===== config.mk =====
export PLATFORM = sky130hd
export DESIGN_NAME = swap_to_front_rice_symbol_encoder_flat
export DESIGN_NICKNAME = d
export VERILOG_FILES = /design/src/stfr_pkg.sv /design/src/stfr_sym_if.sv /design/src/stfr_byte_if.sv /design/src/swap_to_front_rice_symbol_encoder.sv /design/src/stfr_ram.sv /design/src/stfr_rice_pack.sv /design/src/flat_wrapper.sv
export SDC_FILE = /design/constraint.sdc
export NUM_CORES = 2
export LEC_CHECK = 0
export BUFFER_PORTS_ARGS = -buffer_cell sky130_fd_sc_hd__buf_2
export CELL_PAD_IN_SITES_DETAIL_PLACEMENT = 1
export CELL_PAD_IN_SITES_GLOBAL_PLACEMENT = 2
export CORE_MARGIN = 2
export CORE_UTILIZATION = 40
export DETAILED_ROUTE_END_ITERATION = 12
export GPL_TIMING_DRIVEN = 0
export PLACE_DENSITY = 0.64
export SETUP_SLACK_MARGIN = 0.05
export SKIP_CTS_REPAIR_TIMING = 1
export SLEW_MARGIN = 40
export SYNTH_ARGS = -nofsm -noshare
export SYNTH_HDL_FRONTEND = slang
export SYNTH_HIERARCHICAL = 1
export SYNTH_SLANG_ARGS = --single-unit

===== constraint.sdc =====
create_clock -name clk -period 11.4 [get_ports clk]
set_input_delay 1.71 -clock clk [delete_from_list [all_inputs] [get_ports clk]]
set_output_delay 1.71 -clock clk [all_outputs]
set_load 0.03 [all_outputs]

===== src/stfr_pkg.sv =====
// Shared constants, codes and types of the swap-to-front Rice symbol encoder.
// No dependencies; compile first.
package stfr_pkg;

  localparam int ALPHABET_SIZE = 256;
  localparam int SYM_W         = 8;
  localparam int OP_W          = 2;
  localparam int K_W           = 4;
  localparam int PBITS_W       = 7;
  localparam int PCNT_W        = 3;
  localparam int OBUF_W        = 24;

  localparam logic [OP_W-1:0] OP_ENCODE = 2'd0;
  localparam logic [OP_W-1:0] OP_FLUSH  = 2'd1;
  localparam logic [OP_W-1:0] OP_REINIT = 2'd2;

  localparam logic [K_W-1:0] K_INIT = 4'd2;
  localparam logic [K_W-1:0] K_MAX  = 4'd15;

  typedef logic [SYM_W-1:0] sym_t;

  // Bytes and updated coder state produced by one item
  typedef struct packed {
    logic [OBUF_W-1:0]  bytes;
    logic [1:0]         n;
    logic [PBITS_W-1:0] pbits;
    logic [PCNT_W-1:0]  pcnt;
    logic [K_W-1:0]     k;
  } pack_res_t;

endpackage


===== src/stfr_sym_if.sv =====
// Input channel of the encoder: valid/ready handshake carrying opcode and symbol.
// Depends on stfr_pkg.
interface stfr_sym_if;
  logic                      valid;
  logic                      ready;
  logic [stfr_pkg::OP_W-1:0]  opcode;
  logic [stfr_pkg::SYM_W-1:0] symbol;

  modport source (output valid, output opcode, output symbol, input ready);
  modport sink (input valid, input opcode, input symbol, output ready);
endinterface


===== src/stfr_byte_if.sv =====
// Output channel of the encoder: valid/ready handshake carrying packed bytes.
// Depends on stfr_pkg.
interface stfr_byte_if;
  logic                       valid;
  logic                       ready;
  logic [stfr_pkg::SYM_W-1:0] out_byte;
  logic                       last;

  modport source (output valid, output out_byte, output last, input ready);
  modport sink (input valid, input out_byte, input last, output ready);
endinterface


===== src/swap_to_front_rice_symbol_encoder.sv =====
// Swap-to-front adaptive Rice symbol encoder, top level. Uses stfr_pkg, the two
// channel interfaces, stfr_ram for the order and rank tables and stfr_rice_pack.
//
// Each byte symbol is looked up in a rank table, its rank is swapped toward the
// front (to rank*7/8) in a 256-entry permutation, and the old rank is sent as an
// adaptive Rice code, bits packed LSB first into bytes; the last byte an item
// causes carries last=1. Both tables live in synchronous RAMs with registered
// read data, and one item is in work at a time. An encode item passes through
// acceptance with the rank read, the order read of the swap partner, and two
// write-back steps, since each table has one write port and the swap changes
// two entries in each. Flush and the unused opcode go from acceptance to commit.
// Results wait in a three-byte output register, so the next item is accepted
// while they drain; an item only holds in its last cycle if earlier bytes are
// still there. After reset, and after every reinit item, the tables are swept
// back to their initial order at one entry per cycle, all 256 entries, while
// no item is accepted (configuration writes are still taken). Reinit latches
// initial_order at acceptance, so a later write does not disturb the sweep.
module swap_to_front_rice_symbol_encoder (
  input  logic        clk,
  input  logic        rst,
  input  logic        cfg_wen,
  input  logic        cfg_wdata,
  stfr_sym_if.sink    sym_chan,
  stfr_byte_if.source byte_chan
);
  import stfr_pkg::*;

  localparam logic [2:0] ST_SWEEP  = 3'd0;
  localparam logic [2:0] ST_IDLE   = 3'd1;
  localparam logic [2:0] ST_RANK   = 3'd2;
  localparam logic [2:0] ST_ORD    = 3'd3;
  localparam logic [2:0] ST_COMMIT = 3'd4;

  logic [2:0]         state;
  sym_t               sweep_addr;
  logic               sweep_mode;
  logic               initial_order;
  logic [K_W-1:0]     rice_k;
  logic [PBITS_W-1:0] pending_bits;
  logic [PCNT_W-1:0]  pending_count;
  logic [OBUF_W-1:0]  obuf;
  logic [1:0]         out_n;

  // Payload of the item in work
  sym_t      sym_q;
  sym_t      rank_q;
  sym_t      tgt_q;
  sym_t      b_q;
  logic      is_enc;
  pack_res_t res_q;

  logic      in_accept;
  logic      out_accept;
  sym_t      rank_rdata;
  sym_t      order_rdata;
  sym_t      tgt_calc;
  pack_res_t pack_res;
  pack_res_t flush_res;
  pack_res_t keep_res;

  logic      order_we;
  sym_t      order_waddr;
  sym_t      order_wdata;
  logic      rank_we;
  sym_t      rank_waddr;
  sym_t      rank_wdata;

  assign sym_chan.ready     = (state == ST_IDLE);
  assign in_accept          = sym_chan.valid & sym_chan.ready;
  assign byte_chan.valid    = (out_n != 2'd0);
  assign byte_chan.out_byte = obuf[SYM_W-1:0];
  assign byte_chan.last     = (out_n == 2'd1);
  assign out_accept         = byte_chan.valid & byte_chan.ready;

  // Swap partner sits at floor(rank * 7 / 8)
  assign tgt_calc = SYM_W'((11'(rank_rdata) * 11'd7) >> 3);

  always_comb begin
    flush_res.bytes = OBUF_W'(pending_bits);
    flush_res.n     = {1'b0, (pending_count != '0)};
    flush_res.pbits = '0;
    flush_res.pcnt  = '0;
    flush_res.k     = rice_k;

    keep_res.bytes  = '0;
    keep_res.n      = 2'd0;
    keep_res.pbits  = pending_bits;
    keep_res.pcnt   = pending_count;
    keep_res.k      = rice_k;
  end

  stfr_rice_pack u_pack (
    .rank  (rank_q),
    .k     (rice_k),
    .pbits (pending_bits),
    .pcnt  (pending_count),
    .res   (pack_res)
  );

  // Table write ports: the sweep, then the first and second half of the swap.
  // The second half may repeat while the item holds; it rewrites the same values.
  always_comb begin
    order_we    = 1'b0;
    order_waddr = rank_q;
    order_wdata = b_q;
    rank_we     = 1'b0;
    rank_waddr  = b_q;
    rank_wdata  = rank_q;
    unique case (state)
      ST_SWEEP: begin
        order_we    = 1'b1;
        order_waddr = sweep_addr;
        order_wdata = sweep_addr ^ {SYM_W{sweep_mode}};
        rank_we     = 1'b1;
        rank_waddr  = sweep_addr;
        rank_wdata  = sweep_addr ^ {SYM_W{sweep_mode}};
      end
      ST_ORD: begin
        order_we    = 1'b1;
        order_waddr = tgt_q;
        order_wdata = sym_q;
        rank_we     = 1'b1;
        rank_waddr  = sym_q;
        rank_wdata  = tgt_q;
      end
      ST_COMMIT: begin
        order_we    = is_enc;
        rank_we     = is_enc;
      end
      default: begin
        order_we    = 1'b0;
        rank_we     = 1'b0;
      end
    endcase
  end

  stfr_ram #(
    .WIDTH (SYM_W),
    .DEPTH (ALPHABET_SIZE)
  ) u_rank_ram (
    .clk   (clk),
    .we    (rank_we),
    .waddr (rank_waddr),
    .wdata (rank_wdata),
    .raddr (sym_chan.symbol),
    .rdata (rank_rdata)
  );

  stfr_ram #(
    .WIDTH (SYM_W),
    .DEPTH (ALPHABET_SIZE)
  ) u_order_ram (
    .clk   (clk),
    .we    (order_we),
    .waddr (order_waddr),
    .wdata (order_wdata),
    .raddr (tgt_calc),
    .rdata (order_rdata)
  );

  always_ff @(posedge clk) begin
    if (rst) begin
      state         <= ST_SWEEP;
      sweep_addr    <= '0;
      sweep_mode    <= 1'b0;
      initial_order <= 1'b0;
      rice_k        <= K_INIT;
      pending_bits  <= '0;
      pending_count <= '0;
      out_n         <= 2'd0;
      is_enc        <= 1'b0;
    end else begin
      if (cfg_wen) begin
        initial_order <= cfg_wdata;
      end

      unique case (state)
        ST_SWEEP: begin
          sweep_addr <= sweep_addr + 1'b1;
          if (sweep_addr == sym_t'(ALPHABET_SIZE - 1)) begin
            state <= ST_IDLE;
          end
        end
        ST_IDLE: begin
          if (in_accept) begin
            unique case (sym_chan.opcode)
              OP_ENCODE: begin
                sym_q <= sym_chan.symbol;
                state <= ST_RANK;
              end
              OP_FLUSH: begin
                res_q  <= flush_res;
                is_enc <= 1'b0;
                state  <= ST_COMMIT;
              end
              OP_REINIT: begin
                rice_k     <= K_INIT;
                sweep_mode <= initial_order;
                sweep_addr <= '0;
                state      <= ST_SWEEP;
              end
              default: begin
                // unused opcode: pass through commit with nothing to emit
                res_q  <= keep_res;
                is_enc <= 1'b0;
                state  <= ST_COMMIT;
              end
            endcase
          end
        end
        ST_RANK: begin
          rank_q <= rank_rdata;
          tgt_q  <= tgt_calc;
          state  <= ST_ORD;
        end
        ST_ORD: begin
          b_q    <= order_rdata;
          res_q  <= pack_res;
          is_enc <= 1'b1;
          state  <= ST_COMMIT;
        end
        ST_COMMIT: begin
          // hold until the output register has drained
          if (out_n == 2'd0) begin
            rice_k        <= res_q.k;
            pending_bits  <= res_q.pbits;
            pending_count <= res_q.pcnt;
            state         <= ST_IDLE;
          end
        end
        default: begin
          state <= ST_IDLE;
        end
      endcase

      // Output register: load when empty in commit, otherwise advance on each take
      if (state == ST_COMMIT && out_n == 2'd0) begin
        obuf  <= res_q.bytes;
        out_n <= res_q.n;
      end else if (out_accept) begin
        obuf  <= obuf >> SYM_W;
        out_n <= out_n - 2'd1;
      end
    end
  end

endmodule


===== src/stfr_ram.sv =====
// Generic single-port-write, single-port-read RAM with registered read data.
// No dependencies.
module stfr_ram #(
  parameter int WIDTH = 8,
  parameter int DEPTH = 256
) (
  input  logic                     clk,
  input  logic                     we,
  input  logic [$clog2(DEPTH)-1:0] waddr,
  input  logic [WIDTH-1:0]         wdata,
  input  logic [$clog2(DEPTH)-1:0] raddr,
  output logic [WIDTH-1:0]         rdata
);

  logic [WIDTH-1:0] mem [DEPTH];

  always_ff @(posedge clk) begin
    if (we) begin
      mem[waddr] <= wdata;
    end
    rdata <= mem[raddr];
  end

endmodule


===== src/stfr_rice_pack.sv =====
// Adaptive Rice code of one rank, merged with the pending bits into whole bytes.
// Depends on stfr_pkg.
module stfr_rice_pack (
  input  logic [stfr_pkg::SYM_W-1:0]   rank,
  input  logic [stfr_pkg::K_W-1:0]     k,
  input  logic [stfr_pkg::PBITS_W-1:0] pbits,
  input  logic [stfr_pkg::PCNT_W-1:0]  pcnt,
  output stfr_pkg::pack_res_t          res
);
  import stfr_pkg::*;

  logic [SYM_W-1:0] q;
  logic             esc;
  logic             big;
  logic [17:0]      unary;
  logic [15:0]      low_bits;
  logic [17:0]      code;
  logic [4:0]       len;
  logic [24:0]      acc;
  logic [4:0]       cnt;
  logic [24:0]      rest;
  logic [4:0]       k_sum;

  always_comb begin
    q        = rank >> k;
    esc      = |q[7:3];
    big      = |rank[7:5];
    unary    = (18'd1 << q[2:0]) - 18'd1;
    low_bits = 16'(rank) & ((16'd1 << k) - 16'd1);

    if (esc && big) begin
      code = 18'h001FF | (18'(rank) << 10);
      len  = 5'd18;
    end else if (esc) begin
      code = 18'h000FF | (18'(rank[4:0]) << 9);
      len  = 5'd14;
    end else begin
      code = unary | (18'(low_bits) << ({1'b0, q[2:0]} + 4'd1));
      len  = 5'(q[2:0]) + 5'd1 + 5'(k);
    end

    acc  = 25'(pbits) | (25'(code) << pcnt);
    cnt  = 5'(pcnt) + len;
    rest = acc >> {cnt[4:3], 3'b000};

    // k adaptation: shrink on q zero, grow by floor(log2 q) for q below 8 and by 3 or 4 on escape, saturate at the top
    if (esc) begin
      k_sum = 5'(k) + (big ? 5'd4 : 5'd3);
    end else if (q[2]) begin
      k_sum = 5'(k) + 5'd2;
    end else if (q[1]) begin
      k_sum = 5'(k) + 5'd1;
    end else if (q[0]) begin
      k_sum = 5'(k);
    end else begin
      k_sum = (k == '0) ? 5'd0 : 5'(k) - 5'd1;
    end

    res.bytes = acc[OBUF_W-1:0];
    res.n     = cnt[4:3];
    res.pbits = rest[PBITS_W-1:0];
    res.pcnt  = cnt[2:0];
    res.k     = (k_sum > 5'(K_MAX)) ? K_MAX : k_sum[K_W-1:0];
  end

endmodule


===== src/flat_wrapper.sv =====
// flat-port wrapper written by rule: the top's interface ports become plain ports
module swap_to_front_rice_symbol_encoder_flat import stfr_pkg::*;
  (clk, rst, cfg_wen, cfg_wdata, sym_chan_valid, sym_chan_opcode, sym_chan_symbol, sym_chan_ready, byte_chan_valid, byte_chan_out_byte, byte_chan_last, byte_chan_ready);
  stfr_sym_if sym_chan_i ();
  stfr_byte_if byte_chan_i ();
  input  logic clk;
  input  logic rst;
  input  logic cfg_wen;
  input  logic cfg_wdata;
  input wire logic [$bits(sym_chan_i.valid)-1:0] sym_chan_valid;
  input wire logic [$bits(sym_chan_i.opcode)-1:0] sym_chan_opcode;
  input wire logic [$bits(sym_chan_i.symbol)-1:0] sym_chan_symbol;
  output wire logic [$bits(sym_chan_i.ready)-1:0] sym_chan_ready;
  output wire logic [$bits(byte_chan_i.valid)-1:0] byte_chan_valid;
  output wire logic [$bits(byte_chan_i.out_byte)-1:0] byte_chan_out_byte;
  output wire logic [$bits(byte_chan_i.last)-1:0] byte_chan_last;
  input wire logic [$bits(byte_chan_i.ready)-1:0] byte_chan_ready;
  assign sym_chan_i.valid = sym_chan_valid;
  assign sym_chan_i.opcode = sym_chan_opcode;
  assign sym_chan_i.symbol = sym_chan_symbol;
  assign sym_chan_ready = sym_chan_i.ready;
  assign byte_chan_valid = byte_chan_i.valid;
  assign byte_chan_out_byte = byte_chan_i.out_byte;
  assign byte_chan_last = byte_chan_i.last;
  assign byte_chan_i.ready = byte_chan_ready;
  swap_to_front_rice_symbol_encoder u_core (.clk(clk), .rst(rst), .cfg_wen(cfg_wen), .cfg_wdata(cfg_wdata), .sym_chan(sym_chan_i), .byte_chan(byte_chan_i));
endmodule

Word level (Yosys, flattened, before mapping)
Memory sizes are Yosys's and may differ from the RTL's. A register that Yosys moved wholly into a read port is not among the register bits.
Index checks and enable logic that the tools add are counted.

storage, ports and cells
  register bits = 126
  latch bits = 0
  RAM bits = 4096
  ROM bits = 0
  input bits = 16
  logic and storage cells = 128
  memories = 2

memory list
  name                    words  width  rd ports  clocked after Yosys merged registers in  wr ports  RTL line        source
  u_core.u_order_ram.mem  256    8      1         1                                        1         stfr_ram.sv:15  logic [WIDTH-1:0] mem [DEPTH];
  u_core.u_rank_ram.mem   256    8      1         1                                        1         stfr_ram.sv:15

operators by class
  add/subtract/negate cells = 12
  $mul = 1
  div/mod/pow operators = 0
  $lt $le $gt $ge = 1
  equality and inequality tests = 13
  shift operators = 6
  multiplexer cells = 40
  bitwise logic cells = 7
  reduce and logical (&&, ||, !) cells = 27

operator list
  cell                   count
  $pmux 40 s2            2
  $pmux 8 s2             5
  $mux 24                2
  $mux 40                1
  $mux 18                2
  $mux 5                 7
  $or 7x25->25           1
  $shl 18x3->25          1
  $shr 25x5->7           1
  $or 18x18->18          1
  $shl 1x3->18 const A   1
  $shl 16x4->18          1
  $sub 18x1->18 const B  1
  $and 8x16->16          1
  $mux 4                 4
  $mux 8                 2
  $shl 1x4->16 const A   1
  $sub 16x1->16 const B  1
  $pmux 3 s5             1
  $mux 3                 4
  $reduce_and 3->1       4
  $reduce_and 4->1       3
  $mul 8x3->11 const B   1
  $reduce_bool 2->1      5
  36 further kinds       54

Logic depth before layout (Yosys ltp)
  depth after elaboration = 11
  mapped depth = 22
  gate-level depth less buffers = 18

By module
Netlist, hierarchy kept.

modules (own cells, without submodules)
  module                             times used  cells each  area each (sq um)  seq. area each (sq um)
  stfr_ram                           2           3733        79556.3            61659.1
  swap_to_front_rice_symbol_encoder  1           576         6015.8             3483.3
  stfr_rice_pack                     1           524         3569.7             0.0

Least setup slack after synthesis
Ideal clock, no wire load.

  path kind = flip-flop to flip-flop
  start point = register u_core.state[0]
  end point = memory u_core.u_order_ram.mem[0][0], data pin
  library setup time = 1533 ps
  data arrival time = 7871 ps
  required time = 9867 ps
  setup slack = 1996 ps
  stages on the path, launching flop included = 6
  buffers on the path = 3
  path through = dfxtp_1 > buf_2 > or3_1 > buf_2 > buf_6 > o211ai_1

between the ends
  cells in the longest elaborated chain, start to end = 2
  elaborated cells on any way between the ends = 3

RTL lines
  element                                               RTL line                                  source
  start, declared                                       swap_to_front_rice_symbol_encoder.sv:34   logic [2:0] state;
  start signal, assigned                                swap_to_front_rice_symbol_encoder.sv:163  state <= ST_SWEEP;
  start signal, assigned                                swap_to_front_rice_symbol_encoder.sv:181  state <= ST_IDLE;
  start signal, assigned                                swap_to_front_rice_symbol_encoder.sv:189  state <= ST_RANK;
  $eq 3x2->1 / $logic_not 3->1 (equally long branches)  swap_to_front_rice_symbol_encoder.sv:109  unique case (state)
  $pmux 8 s2 (*)                                        swap_to_front_rice_symbol_encoder.sv:109
  named net u_core.order_wdata[0]                       swap_to_front_rice_symbol_encoder.sv:63   sym_t order_wdata;
  end, declared                                         stfr_ram.sv:15

The timed path passes the listed nets; every way through them passes the cells marked *.

Worst setup path in the final report
  start point = register u_core.u_rank_ram.rdata[1] (read register of u_core.u_rank_ram.mem)
  end point = register u_core.u_order_ram.rdata[4] (read register of u_core.u_order_ram.mem)

between the ends
  cells in the longest elaborated chain, start to end = 1

RTL lines
  element                       RTL line                                 source
  start, declared               stfr_ram.sv:12                           output logic [WIDTH-1:0] rdata
  $mul 8x3->11                  swap_to_front_rice_symbol_encoder.sv:76  assign tgt_calc = SYM_W'((11'(rank_rdata) * 11'd7) >> 3);
  named net u_core.tgt_calc[3]  swap_to_front_rice_symbol_encoder.sv:56  sym_t tgt_calc;
  end, declared                 stfr_ram.sv:12

The timed path passes the listed nets, and every way through them passes these cells.
A chain may end at the register's enable or synchronous reset.

==> flow_summary.yaml <==
routing:
  antenna_left: 0
  drc: 0
  vias_per_cell: 6.099
  first_pass_iters: 6
  drt_iter0_markers: 12240
  vias: 95790
  wl_um: 587800
  post_drt_wl_per_cell_um: 37.43
worst_setup_path:
  critPathSlowestCell: "nor4_2"
  path_max_fanout: 10
  cp.arrival_ns: 7.33
  path_delay_family: "simple AND/OR/NAND/NOR gates"
  cpPeakStageDelay_ns: 0.78
  critPathRequiredTime_ns: 12.19
  worstSetupPathType: "reg -> reg"
  critPathCaptureType: "register"
  path_buf_inv: 3
  start_kind: "register"
  crit_chain: "fa_1, nand2_1, fa_1, nor2b_1, o21ai_0, nand2b_1, xor2_1, buf_2, buf_2, clkbuf_2, nor2b_1, o221ai_1, nor2_1, nor4_2, nor4_2"
yosys:
  ys.flop_type: "edfxtp_1"
  synth-seq-cells: 4238
  ys_types: 109
  synth_nets: 8632
  syn_inst: 8566
  synth-edff-count: 4192
  ys_warn_count: 6
  yosysSeqAreaShare: 0.7516
  syn_area_per_cell_um2: 19.69
  netlist_area_mm2: 0.1687
  async_flop_share: 0
cells_and_area:
  multi_input_area_mm2: 0.03997
  fin_nets: 9751
  regArea_mm2: 0.1268
  fillers: 38810
  syn2layout_area_growth_pct: 16.27
  drive_gt1_frac: 0.3121
floorplanning:
  rows: 238
  fp.coreArea_mm2: 0.4202
  ioPinCount: 27
  die_w_um: 653.4
  die_h_um: 653.4
  die_area_mm2: 0.4270
  start_util: 0.4015
placement:
  routabilityCongestion: 0.9035
  port_buffers: 25
  hpwl_um: 430900
timing:
  fin_hold_ws_ns: 0.4047
  skew_ns: 0.09582
  finalMaxSlewViolations: 0
  fin_crit_sh: 0.5734
  hold_viol: 0
  relSlewSlack: 0.2813
  period_minus_slack_ns: 6.537
  setup_violations: 0
  rsz0062_at_grt: "false"
  worst_pin_slew_ns: 1.078
  tns_ns: 0
  fmax_ghz: 0.1530
clock_network:
  clkSinkCount: 4238
  clockBufferDepth: 4
  clk_latency_ns: 1.02
  cts_tree: "done"
  cts-root-buf: "clkbuf_16"
  clkTransAtPathRegs_ns: 0.06
  cts-buffers-inserted: 445
  h-tree-depth: 5
grt:
  grt_max_degree: 19
  grt-ovfl-total: 0
  grt_pass1_wl_um: 801800
  track_usage: 0.2717
  antenna_found_initial: 45
  grt_pass1_vias: 96460
pwr:
  p_per_area_mw_per_mm2: 247.8
  irDropWorstVdd_uv: 250.0
  p_leak_nw: 62.36
flow_run:
  maxCapViolCount: 0
worst_hold_path:
  holdCritPathClass: "reg -> reg"
outcome:
  status: "finished clean"
## metrics by stage
stage	setup WS [ns]	utilization	instance area (µm²)	total power [mW]	cells
after floorplan	1.996	-	168700	26.21	8566
after global placement	-8.013	0.4186	175900	33.89	14230
after detailed placement	4.739	0.4320	181500	34.32	14880
after CTS	4.769	0.4660	195800	48.59	15690
after global routing	4.802	0.4668	196100	49.58	15690
final	4.863	0.4668	196100	48.60	15710
## power breakdown
group,switching [mW],internal [mW]
clock network,6.19,8.13
registers,0.0228,17.1
logic,11.4,5.74
## placed cells by master, fill, tap and decap left out, types with 24 or more instances in the layout
cell type,count
a22oi_1,272
o221ai_1,97
clkbuf_2,86
bufinv_16,38
nor3_1,47
mux4_2,913
buf_2,635
nor2b_1,72
ha_1,39
nand3_1,128
clkinv_2,74
clkinv_1,111
o22ai_1,64
clkbuf_16,449
a21oi_1,248
buf_6,51
nand4_1,30
nor2_1,217
edfxtp_1,4192
buf_8,28
dfxtp_1,46
mux2i_1,282
o211ai_1,54
buf_4,177
a211oi_1,42
buf_12,30
clkbuf_4,35
nand2_1,286
nor2_2,391
a221oi_1,24
o21ai_0,61
and3_1,36
clkbuf_1,233
nor4_2,42
inv_1,33
## sequential cells by signal (all words and copies together), names as in the netlist
register and cells:
u_core/b_q 8, u_core/initial_order 1, u_core/is_enc 1, u_core/obuf 24
u_core/out_n 2, u_core/pending_bits 7, u_core/pending_count 3, u_core/rank_q 8
u_core/res_q 40, u_core/rice_k 4, u_core/state 3, u_core/sweep_addr 8
u_core/sweep_mode 1, u_core/sym_q 8, u_core/tgt_q 8, u_core/u_order_ram/mem 2048
u_core/u_order_ram/rdata 8, u_core/u_rank_ram/mem 2048, u_core/u_rank_ram/rdata 8
## cells in the mapped netlist (11+ instances only)
master	number	share of area
nand3_1	132	0.0039
nand4_1	30	0.0011
o221ai_1	97	0.0050
nand2_1	286	0.0064
inv_1	33	0.00073
ha_1	39	0.0029
or3_1	11	0.00041
edfxtp_1	4192	0.75
dfxtp_1	46	0.0055
buf_12	16	0.0019
xnor2_1	15	0.00078
and3_1	36	0.0013
o22ai_1	64	0.0024
clkbuf_1	259	0.0058
buf_8	26	0.0023
nand2b_1	22	0.00082
o21ai_0	61	0.0018
buf_6	48	0.0032
o211ai_1	54	0.0024
fa_1	11	0.0013
mux2i_1	282	0.017
a221oi_1	32	0.0017
a22oi_1	272	0.012
nor2b_1	75	0.0028
buf_2	80	0.0024
o22a_1	12	0.00062
a211oi_1	46	0.0020
buf_4	67	0.0030
nor2_1	615	0.014
nor4_1	54	0.0020
or2_2	12	0.00044
a31oi_1	18	0.00067
nor3_1	58	0.0017
a22o_1	17	0.00088
buf_1	50	0.0011
a21oi_1	252	0.0075
mux4_2	913	0.12
and2_1	22	0.00082
## worst register-to-register path: cells and delay by family, from the launching register on
kind	cells	cell delay, ns
and+or+nand+nor	7	2.08
buffers and inverters	3	1.78
adders and majority gates	2	1.03
xor gates and xnor gates	1	0.60
AOI/OAI and AO/OA	2	0.48
DFF	1	0.38
## layout make-up
cell class / count / share of cell area
Buffer: 552 / 0.01861
Inverter: 39 / 0.0007463
Tap cell: 5640 / 0.03598
Sequential cell: 4238 / 0.6465
Clock inverter: 265 / 0.01327
Clock buffer: 547 / 0.05946
Timing Repair Buffer: 672 / 0.02148
Antenna cell: 15 / 0.0001914
Multi-Input combinational cell: 3737 / 0.2038
## final timing paths
path,startpoint,to,slack (ns),depth (start not counted)
setup / recovery,u_core/u_rank_ram/rdata[1],u_core/u_order_ram/rdata[4],4.86,15
setup reg to reg,u_core/u_rank_ram/rdata[1],u_core/u_order_ram/rdata[4],4.86,15
hold / removal,u_core/u_order_ram/rdata[5],u_core/b_q[5],0.40,0
hold reg to reg,u_core/u_order_ram/rdata[5],u_core/b_q[5],0.40,0
## logic make-up after synthesis
family                     share of synthesized area
DFF                                           0.7516
and+or+nand+nor                              0.03863
muxes                                         0.1399
AOI/OAI and AO/OA                            0.04365
buffers and inverters                        0.02092
adders and majority gates                   0.004198
xor gates and xnor gates                    0.001038
## per-layer routing
metal	up-vias	share of wire	global-route usage	wire length (µm)
met5	-	0.000041	0	24
met4	4	0.032	0.07547	18970
met3	780	0.086	0.04575	50450
met2	4543	0.47	0.4290	273600
met1	52670	0.42	0.3905	244700
li1	37790	-	-	-
No activity file was read; power rests on OpenSTA's default activity.
